**config.mk**
```make
export PLATFORM = sky130hd
export DESIGN_NAME = quadrature_encoder_bank_unit
export DESIGN_NICKNAME = d
export VERILOG_FILES = /design/src/rtl/core/qeb_pkg.sv /design/src/rtl/core/qeb_ctrl.sv /design/src/rtl/core/qeb_datapath.sv /design/src/rtl/core/quadrature_encoder_bank_unit.sv
export SDC_FILE = /design/constraint.sdc
export NUM_CORES = 1
export LEC_CHECK = 0
export BUFFER_PORTS_ARGS = -buffer_cell sky130_fd_sc_hd__buf_2
export CAP_MARGIN = 20
export CORE_MARGIN = 8
export CORE_UTILIZATION = 34
export DETAILED_ROUTE_END_ITERATION = 6
export GPL_ROUTABILITY_DRIVEN = 0
export GPL_TIMING_DRIVEN = 0
export PLACE_DENSITY_LB_ADDON = 0.08
export SLEW_MARGIN = 25
export SYNTH_ARGS = -nofsm -noshare
export SYNTH_HDL_FRONTEND = slang
export SYNTH_SLANG_ARGS = --single-unit
```
**constraint.sdc**
```tcl
create_clock -name clk -period 2.9 [get_ports clk]
set_clock_uncertainty 0.2 [all_clocks]
set_input_delay 0.58 -clock clk [delete_from_list [all_inputs] [get_ports clk]]
set_output_delay 0.58 -clock clk [all_outputs]
set_load 0.05 [all_outputs]
```
**src/rtl/core/qeb_pkg.sv**
```systemverilog
// qeb_pkg: shared types and constants of the quadrature encoder bank
package qeb_pkg;

  localparam int PhaseW   = 14;
  localparam int PhaseEnc = PhaseW / 2;
  localparam int NumW     = 3;
  localparam int ValW     = 7;
  localparam int CntW     = 8;
  localparam int CodeW    = 2;

  localparam logic [ValW-1:0] Center = 7'd64;
  localparam logic [CntW-1:0] CntMax = 8'h7F;
  localparam logic [CntW-1:0] CntMin = 8'h80;

  typedef struct packed {
    logic sample;
    logic capture;
    logic step;
  } qeb_cmd_t;

  typedef struct packed {
    logic hit;
    logic at_last;
    logic out_free;
  } qeb_sts_t;

  typedef enum logic [1:0] {
    ST_IDLE = 2'b01,
    ST_RUN  = 2'b10
  } qeb_state_t;

endpackage

```
**src/rtl/core/qeb_ctrl.sv**
```systemverilog
// qeb_ctrl: sequencer for sample and report words
module qeb_ctrl import qeb_pkg::*; (
  input  logic     clk,
  input  logic     rst_n,
  input  logic     in_valid,
  input  logic     in_command,
  output logic     in_stall,
  input  qeb_sts_t sts,
  output qeb_cmd_t cmd
);

  qeb_state_t state_r, state_nxt;

  always_comb begin
    cmd       = '0;
    state_nxt = state_r;
    in_stall  = 1'b1;
    unique case (state_r)
      ST_IDLE: begin
        in_stall    = 1'b0;
        cmd.sample  = in_valid && !in_command;
        cmd.capture = in_valid && in_command;
        if (cmd.capture) begin
          state_nxt = ST_RUN;
        end
      end
      ST_RUN: begin
        cmd.step = !(sts.hit && !sts.out_free);
        if (cmd.step && sts.at_last) begin
          state_nxt = ST_IDLE;
        end
      end
      default: state_nxt = ST_IDLE;
    endcase
  end

  always_ff @(posedge clk) begin
    if (!rst_n) begin
      state_r <= ST_IDLE;
    end else begin
      state_r <= state_nxt;
    end
  end

endmodule

```
**src/rtl/core/qeb_datapath.sv**
```systemverilog
// qeb_datapath: per-encoder codes and counts, report walk and output register
module qeb_datapath import qeb_pkg::*; #(
  parameter int ENCODERS = 7
) (
  input  logic              clk,
  input  logic              rst_n,
  input  qeb_cmd_t          cmd,
  output qeb_sts_t          sts,
  input  logic [PhaseW-1:0] in_phase_bits,
  input  logic              out_stall,
  output logic              out_valid,
  output logic [NumW-1:0]   out_encoder_number,
  output logic [ValW-1:0]   out_change_value,
  output logic              out_last_of_run
);

  localparam int IW = (ENCODERS > 1) ? $clog2(ENCODERS) : 1;

  logic [CodeW-1:0]  pair       [ENCODERS];
  logic [CodeW-1:0]  prev_r     [ENCODERS];
  logic [CodeW-1:0]  prev_nxt   [ENCODERS];
  logic [CntW-1:0]   count_r    [ENCODERS];
  logic [CntW-1:0]   count_nxt  [ENCODERS];
  logic [ENCODERS-1:0] mask_r, mask_nxt, mask_rest;
  logic [IW-1:0]     idx_r, idx_nxt;
  logic [CntW-1:0]   sel_cnt;
  logic [IW+2:0]     idx_ext;
  logic              out_valid_r;
  logic [NumW-1:0]   num_r;
  logic [ValW-1:0]   val_r;
  logic              last_r;

  genvar g;
  for (g = 0; g < ENCODERS; g++) begin : g_lane
    if (g < PhaseEnc) begin : g_in
      assign pair[g] = in_phase_bits[2*g+1 -: 2];
    end else begin : g_zero
      assign pair[g] = '0;
    end
  end

  assign sel_cnt   = count_r[idx_r];
  assign idx_ext   = {3'b000, idx_r};
  assign mask_rest = mask_r & ~(ENCODERS'(1) << idx_r);

  assign sts.hit      = mask_r[idx_r];
  assign sts.at_last  = (idx_r == IW'(ENCODERS - 1));
  assign sts.out_free = !out_valid_r || !out_stall;

  always_comb begin
    logic [CodeW-1:0] code;
    logic [CodeW-1:0] diff;
    for (int j = 0; j < ENCODERS; j++) begin
      code         = {pair[j][1], pair[j][1] ^ pair[j][0]};
      diff         = prev_r[j] - code;
      prev_nxt[j]  = prev_r[j];
      count_nxt[j] = count_r[j];
      mask_nxt[j]  = mask_r[j];
      if (cmd.sample && diff[0]) begin
        prev_nxt[j] = code;
        if (diff[1]) begin
          count_nxt[j] = (count_r[j] == CntMax) ? count_r[j] : count_r[j] + 8'd1;
        end else begin
          count_nxt[j] = (count_r[j] == CntMin) ? count_r[j] : count_r[j] - 8'd1;
        end
      end
      if (cmd.capture) begin
        mask_nxt[j] = (count_r[j][CntW-1:1] != '0);
      end
      if (cmd.step && idx_r == IW'(j)) begin
        count_nxt[j] = {{(CntW-1){1'b0}}, count_r[j][0]};
        mask_nxt[j]  = 1'b0;
      end
    end
    idx_nxt = idx_r;
    priority if (cmd.capture) begin
      idx_nxt = '0;
    end else if (cmd.step) begin
      idx_nxt = sts.at_last ? '0 : idx_r + IW'(1);
    end
  end

  always_ff @(posedge clk) begin
    if (!rst_n) begin
      for (int j = 0; j < ENCODERS; j++) begin
        prev_r[j]  <= '0;
        count_r[j] <= '0;
      end
      mask_r      <= '0;
      idx_r       <= '0;
      out_valid_r <= 1'b0;
    end else begin
      for (int j = 0; j < ENCODERS; j++) begin
        prev_r[j]  <= prev_nxt[j];
        count_r[j] <= count_nxt[j];
      end
      mask_r <= mask_nxt;
      idx_r  <= idx_nxt;
      if (cmd.step && sts.hit) begin
        out_valid_r <= 1'b1;
      end else if (!out_stall) begin
        out_valid_r <= 1'b0;
      end
    end
  end

  // output word payload
  always_ff @(posedge clk) begin
    if (cmd.step && sts.hit) begin
      num_r  <= idx_ext[NumW-1:0];
      val_r  <= Center + sel_cnt[CntW-1:1];
      last_r <= (mask_rest == '0);
    end
  end

  assign out_valid          = out_valid_r;
  assign out_encoder_number = num_r;
  assign out_change_value   = val_r;
  assign out_last_of_run    = last_r;

endmodule

```
**src/rtl/core/quadrature_encoder_bank_unit.sv**
```systemverilog
// quadrature_encoder_bank_unit: top level of the quadrature encoder bank
// a sample word updates every encoder in the cycle it is accepted, one word per cycle while no report walk runs
// a report word walks the encoders one per cycle, held only while a result word waits on
// a stalled output; each result word appears in the cycle after its step
// the single output register sets the pace once the receiver stalls
// synchronous active-low reset clears all codes, counts and the output valid
module quadrature_encoder_bank_unit import qeb_pkg::*; #(
  parameter int ENCODERS = 7
) (
  input  logic              clk,
  input  logic              rst_n,
  input  logic              in_valid,
  output logic              in_stall,
  input  logic              in_command,
  input  logic [PhaseW-1:0] in_phase_bits,
  output logic              out_valid,
  input  logic              out_stall,
  output logic [NumW-1:0]   out_encoder_number,
  output logic [ValW-1:0]   out_change_value,
  output logic              out_last_of_run
);

  qeb_cmd_t cmd;
  qeb_sts_t sts;

  qeb_ctrl u_ctrl (
    .clk        (clk),
    .rst_n      (rst_n),
    .in_valid   (in_valid),
    .in_command (in_command),
    .in_stall   (in_stall),
    .sts        (sts),
    .cmd        (cmd)
  );

  qeb_datapath #(
    .ENCODERS (ENCODERS)
  ) u_dp (
    .clk                (clk),
    .rst_n              (rst_n),
    .cmd                (cmd),
    .sts                (sts),
    .in_phase_bits      (in_phase_bits),
    .out_stall          (out_stall),
    .out_valid          (out_valid),
    .out_encoder_number (out_encoder_number),
    .out_change_value   (out_change_value),
    .out_last_of_run    (out_last_of_run)
  );

  a_report_busy: assert property (@(posedge clk) disable iff (!rst_n)
    (in_valid && !in_stall && in_command) |=> in_stall)
    else $error("report word did not start the walk");

  a_sample_free: assert property (@(posedge clk) disable iff (!rst_n)
    (in_valid && !in_stall && !in_command) |=> !in_stall)
    else $error("sample word left the block busy");

  a_no_centre: assert property (@(posedge clk) disable iff (!rst_n)
    out_valid |-> (out_change_value != Center))
    else $error("result word reports no motion");

  a_step_free: assert property (@(posedge clk) disable iff (!rst_n)
    (cmd.step && sts.hit) |-> sts.out_free)
    else $error("result word loaded over a stalled one");

endmodule
```
# [Word level (Yosys, flattened, before mapping)]
# Memories as Yosys holds them, arrays and structs flattened. A register that Yosys moved wholly into a read port is not among the register bits.
# Cells that the tools add are included.
[word_totals] regBits=24 ramBits=70 inputBits=19 out_inout_bits=13 wordCells=203 mem_count=2
[mem_list] name="u_dp.count_r" depth=7 word_bits=8 read_ports=8 rd_ports_with_merged_regs=1 wr=7 line="qeb_datapath.sv:22" rtl="logic [CntW-1:0] count_r [ENCODERS];"
[mem_list] name="u_dp.prev_r" depth=7 word_bits=2 read_ports=7 rd_ports_with_merged_regs=0 wr=7 line="qeb_datapath.sv:20" rtl="logic [CodeW-1:0] prev_r [ENCODERS];"
[op_classes] addsub=23 order_cmp=1 eq_ne=25 shift=1 muxes=71 n_bitwise=24 reduce_logical=43
[ops] operator="8-bit 2-to-1 mux" count=42
[ops] operator="8-bit by 1-bit adder with 8-bit output (second input constant)" count=7
[ops] operator="8-bit by 7-bit == test with 1-bit output (second input constant)" count=7
[ops] operator="8-bit == test (second input constant)" count=7
[ops] operator="8-bit by 1-bit subtractor with 8-bit output (second input constant)" count=7
[ops] operator="7-bit nonzero test" count=7
[ops] operator="2-bit 2-to-1 mux" count=17
[ops] operator="1-bit logical AND" count=19
[ops] operator="2-bit OR reduction" count=8
[ops] operator="1-bit OR" count=14
[ops] operator="2-bit subtractor" count=7
[ops] operator="3-bit == test (second input constant)" count=3
[ops] operator="3-bit 2-to-1 mux" count=3
[ops] operator="7-bit adder (first input constant)" count=1
[ops] operator="7-bit AND" count=1
[ops] operator="7-bit logical NOT" count=1
[ops] operator="1-bit 2-to-1 mux" count=7
[ops] operator="7-bit inverter" count=1
[ops] operator="1-bit by 3-bit left shift with 7-bit output (first input constant)" count=1
[ops] operator="1-bit XOR" count=7
[ops] operator="3-bit by 2-bit == test with 1-bit output (second input constant)" count=2
[ops] operator="2-bit by 1-bit inequality test with 1-bit output (second input constant)" count=3
[ops] operator="1-bit logical NOT" count=5
[ops] operator="3-bit by 4-bit < comparator with 1-bit output (second input constant)" count=1
[ops] operator="10 further kinds" count=10

# [Depth between registers and ports, before layout]
[depth] ltp_word=9 mapped_depth=11 ltp_nobuf=11

# [Modules after synthesis]
# Synthesis repeated with hierarchy kept, for this count alone.
[hier_totals] cells_unflattened=696 area_unflattened_um2=6020.8
[modules_own_cells] module="qeb_datapath" n_inst=1 cells_per_inst=684 area_per_inst_um2=5915.7 seq_area_each_um2=2011.9
[modules_own_cells] module="qeb_ctrl" n_inst=1 cells_per_inst=12 area_per_inst_um2=105.1 seq_area_each_um2=40.0

# [Worst setup path before layout]
# OpenSTA, ideal clock, no wires.
[synth_path] path_kind="input port to flip-flop" startpoint="input port in_phase_bits[5]" endpoint="memory u_dp.count_r[2][6]" setup_time_ns=0.133 t_arrival_ns=2.639 required_ns=2.567 path_slack_ns=-0.072 path_stages=11 path_buffers=1 cell_sequence="xor2_1 > ha_1 > xnor3_1 > buf_2 > xor2_1 > ha_1 > nor2_1 > nand4_1 > a2111oi_0 > xnor2_1 > nor2_1"
[synth_rtl] item="start: declaration" line="quadrature_encoder_bank_unit.sv:15" rtl="input logic [PhaseW-1:0] in_phase_bits,"
[synth_rtl] item="end: declaration" line="qeb_datapath.sv:22"

==> out/qor.yml <==
placement:
  pre_cts_ws_ns: -0.443
  dp_hpwl_um: 12800
  placed_area_um2: 6630
  numPortBuffers: 31
cts:
  cts_buffers: 9
  cts_tree: "built"
  clkLatencyLatePin_ns: 0.35
  cts_htree_levels: 3
  numClockSinks: 97
  root_buffer: "clkbuf_16"
  clk_pin_slew_ns: 0.07
  cts_buffer_depth: 2
  ctsHoldBuffers: 0
floorplan:
  die_w_um: 150
  start_util_pct: 34.5
  core-area_um2: 17800
  die_area_um2: 22600
  std_cell_rows: 49
  ios: 32
  die_h_um: 150
cells_and_area:
  drive_above_1_share_pct: 17.7
  n_antenna_cell: 0
  area_growth_pct: 15.7
  layout_commonest_cell: "dfxtp_1"
  postLayoutCellArea_um2: 7120
  mostFrequentLayoutCells: "dfxtp_1 (86), nor2_1 (69), a21oi_1 (47), buf_2 (39), o21ai_0 (39)"
  nNetsFinal: 803
setup_path:
  timing.rr.start: "u_dp.idx_r[0]"
  cpPeakStageDelay_ns: 0.41
  r2r_end: "u_dp.count_r[4][7]"
  path_class: "in -> reg"
  cp_cell_sequence: "buf_6, xor2_2, ha_2, xor3_2, inv_4, xnor2_2, ha_2, o31a_1, nor3_2, a21oi_2, or3_1, a21oi_1"
  worstRegToRegCells: 6
  worst_ep_required_time_ns: 2.98
  cp_common_cell: "ha_2"
  critPathSlowestCell: "xor3_2"
  cp_top_family: "simple AND/OR/NAND/NOR gates"
  reg2reg_slack_ns: 0.14
  worst-path-max-fanout: 6
  cp-endpoint: "u_dp.count_r[0][6]"
  end_kind: "flip-flop"
  cp_num_cells: 12
  startpoint: "in_phase_bits[0]"
  critical_path_buf_inv_count: 2
  worstPathArrival_ns: 2.93
  worst_setup_path_start_kind: "input pin"
timing:
  fin_crit_sh_pct: 98.4
  drv_slew: 0
  slew_headroom_pct: 32.5
  max_freq_mhz: 351
  rsz0062_at_grt: "yes"
  finalCriticalPeriod_ns: 2.85
  fin_tns_setup_ns: 0
  hold_violations: 0
  setup_viol: 0
  setup_slack_ns: 0.0474
  worst_slew_pin_slew_ns: 1.01
power_and_ir_drop:
  vdd_drop_max_mv: 0.272
  power.total_mw: 3.66
  power_leakage_nw: 2.51
  p_per_area_nw_per_um2: 514
global_route:
  antenna_found_initial: 0
  grt_pass1_vias: 5257
  grt_pass1_wl_um: 27900
  track_usage_pct: 15.5
  grt_max_degree: 15
  grt.overflow.total: 0
synthesis:
  ys_types: 73
  yosys.area_share.simple_pct: 22.6
  synth-compound-area-share_pct: 19.4
  synthXorXnorAreaFrac_pct: 7.10
  synth_edf_count: 11
  yosys.area_share.adder_pct: 3.26
  async_flop_share_pct: 0
  yosys_warnings: 0
  ys_ff_latch: 97
  avgSynthCellArea_um2: 8.59
  synth_top_family_by_area: "simple AND/OR/NAND/NOR gates"
  ys.flop_type: "dfxtp_1"
  synth_cells: 716
  synth_area_um2: 6150
  yosysSeqAreaShare_pct: 33.4
  synth.mux.area_fraction_pct: 8.85
  syn_nets: 751
routing:
  dr.pass1.iters: 5
  first_iter_violations: 368
  wire_per_inst_um: 17.4
  drc: 0
  via_count: 5630
  ant_nets: 0
  via_per_inst: 5.62
  routed_wl_um: 17400
hold_path:
  hp-class: "reg -> reg"
outcome:
  outcome: "finished clean"
flow_run:
  max_cap_viol_count: 0
per-stage QoR:
stage | util [%] | instances | hold WS (ns)
5_1_grt | 39.9 | 1002 | 0.275
4_1_cts | 38.7 | 992 | 0.258
6_report | 39.9 | 1002 | 0.252
3_3_place_gp | 37.1 | 976 | 0.233
2_1_floorplan | - | 716 | 0.203
3_5_place_dp | 37.1 | 976 | 0.243
final cells by class:
type                    instances  area [um^2]
repair buffers                 41          243
fillers                      1807        10700
clock buffers                  12          236
inverters                      26          100
multi-input cells             539         3940
flip-flops and latches         97         2050
clock inverters                 4         20.0
plain buffers                  54          239
well taps                     229          287
layer usage:
metal  vias to the layer above  GRT usage, %  part of all wire (%)
met3                        19          2.16                   3.7
met2                       104          26.9                    50
met4                         0          5.50                   2.0
met5                         -             0                     0
li1                       2771             -                     -
met1                      2736          19.3                    45
flip-flops by register name, indices dropped and copies added, names as in the netlist, named ones only:
name and flops:
u_ctrl.state_r 2, u_dp.count_r 56, u_dp.idx_r 3, u_dp.mask_r 7
u_dp.out_change_value 7, u_dp.out_encoder_number 3, u_dp.out_last_of_run 1, u_dp.out_valid 1
u_dp.prev_r 14
cell families (layout without fill, tap and decap cells):
kind of cell,count (synthesis),count (layout)
simple gates,260,260
compound gates,183,183
flops,97,97
buf+inv,80,137
mux,44,44
xor+xnor,36,36
fa+ha+maj,16,16
synth_stat cells (all sizes together) (4+ instances only):
master	n	area share (%)
dfxtp	86	28
nor2	69	4.2
a21oi	50	4.1
o21ai	43	3.5
nand2	37	2.3
clkbuf	36	2.2
nor3	27	2.2
inv	26	1.6
mux2i	24	3.9
buf	18	1.6
or3	18	1.8
ha	16	3.3
or4	15	1.8
xnor2	15	2.1
nand3	14	1.1
nor4	14	1.4
mux2	13	2.4
xor2	13	1.9
a211oi	12	1.5
o211ai	12	1.5
o31ai	12	1.6
edfxtp	11	5.4
and3	10	1.0
or2	10	1.0
a31oi	9	0.92
nand2b	8	0.81
nand4	8	0.81
mux4	7	2.6
nor2b	6	0.61
nor4b	6	0.85
o22ai	6	0.61
a2111oi	4	0.57
a41oi	4	0.57
o22a	4	0.57
xnor3	4	1.5
xor3	4	1.6
what timing repair did:
| action | CTS | global route |
|---|---|---|
| setup buffers | 0 | 10 |
| endpoints found under the setup margin | 5 | 29 |
| resized for setup | 4 | 31 |
| pin swaps | 0 | 9 |
worst min-delay path by stage:
stage,from,endpoint,slack [ns],cells after the start
finish,u_dp.idx_r[0],u_dp.out_encoder_number[0],0.25,0
detailed placement,u_dp.idx_r[0],u_dp.out_encoder_number[0],0.24,0
global placement,u_dp.idx_r[0],u_dp.out_encoder_number[0],0.23,0
floorplan,u_dp.idx_r[0],u_dp.out_encoder_number[0],0.20,0
CTS,u_dp.idx_r[0],u_dp.out_encoder_number[0],0.26,0
global route,in_phase_bits[1],u_dp.prev_r[0][1],0.28,3
power by group:
group          total (mW)  switching [mW]  internal (mW)  leakage [nW]
Combinational        1.04           0.566          0.470          1.58
Clock                1.10           0.527          0.577         0.122
Sequential           1.52          0.0841           1.43         0.804
No activity file was read; power rests on OpenSTA's default activity.
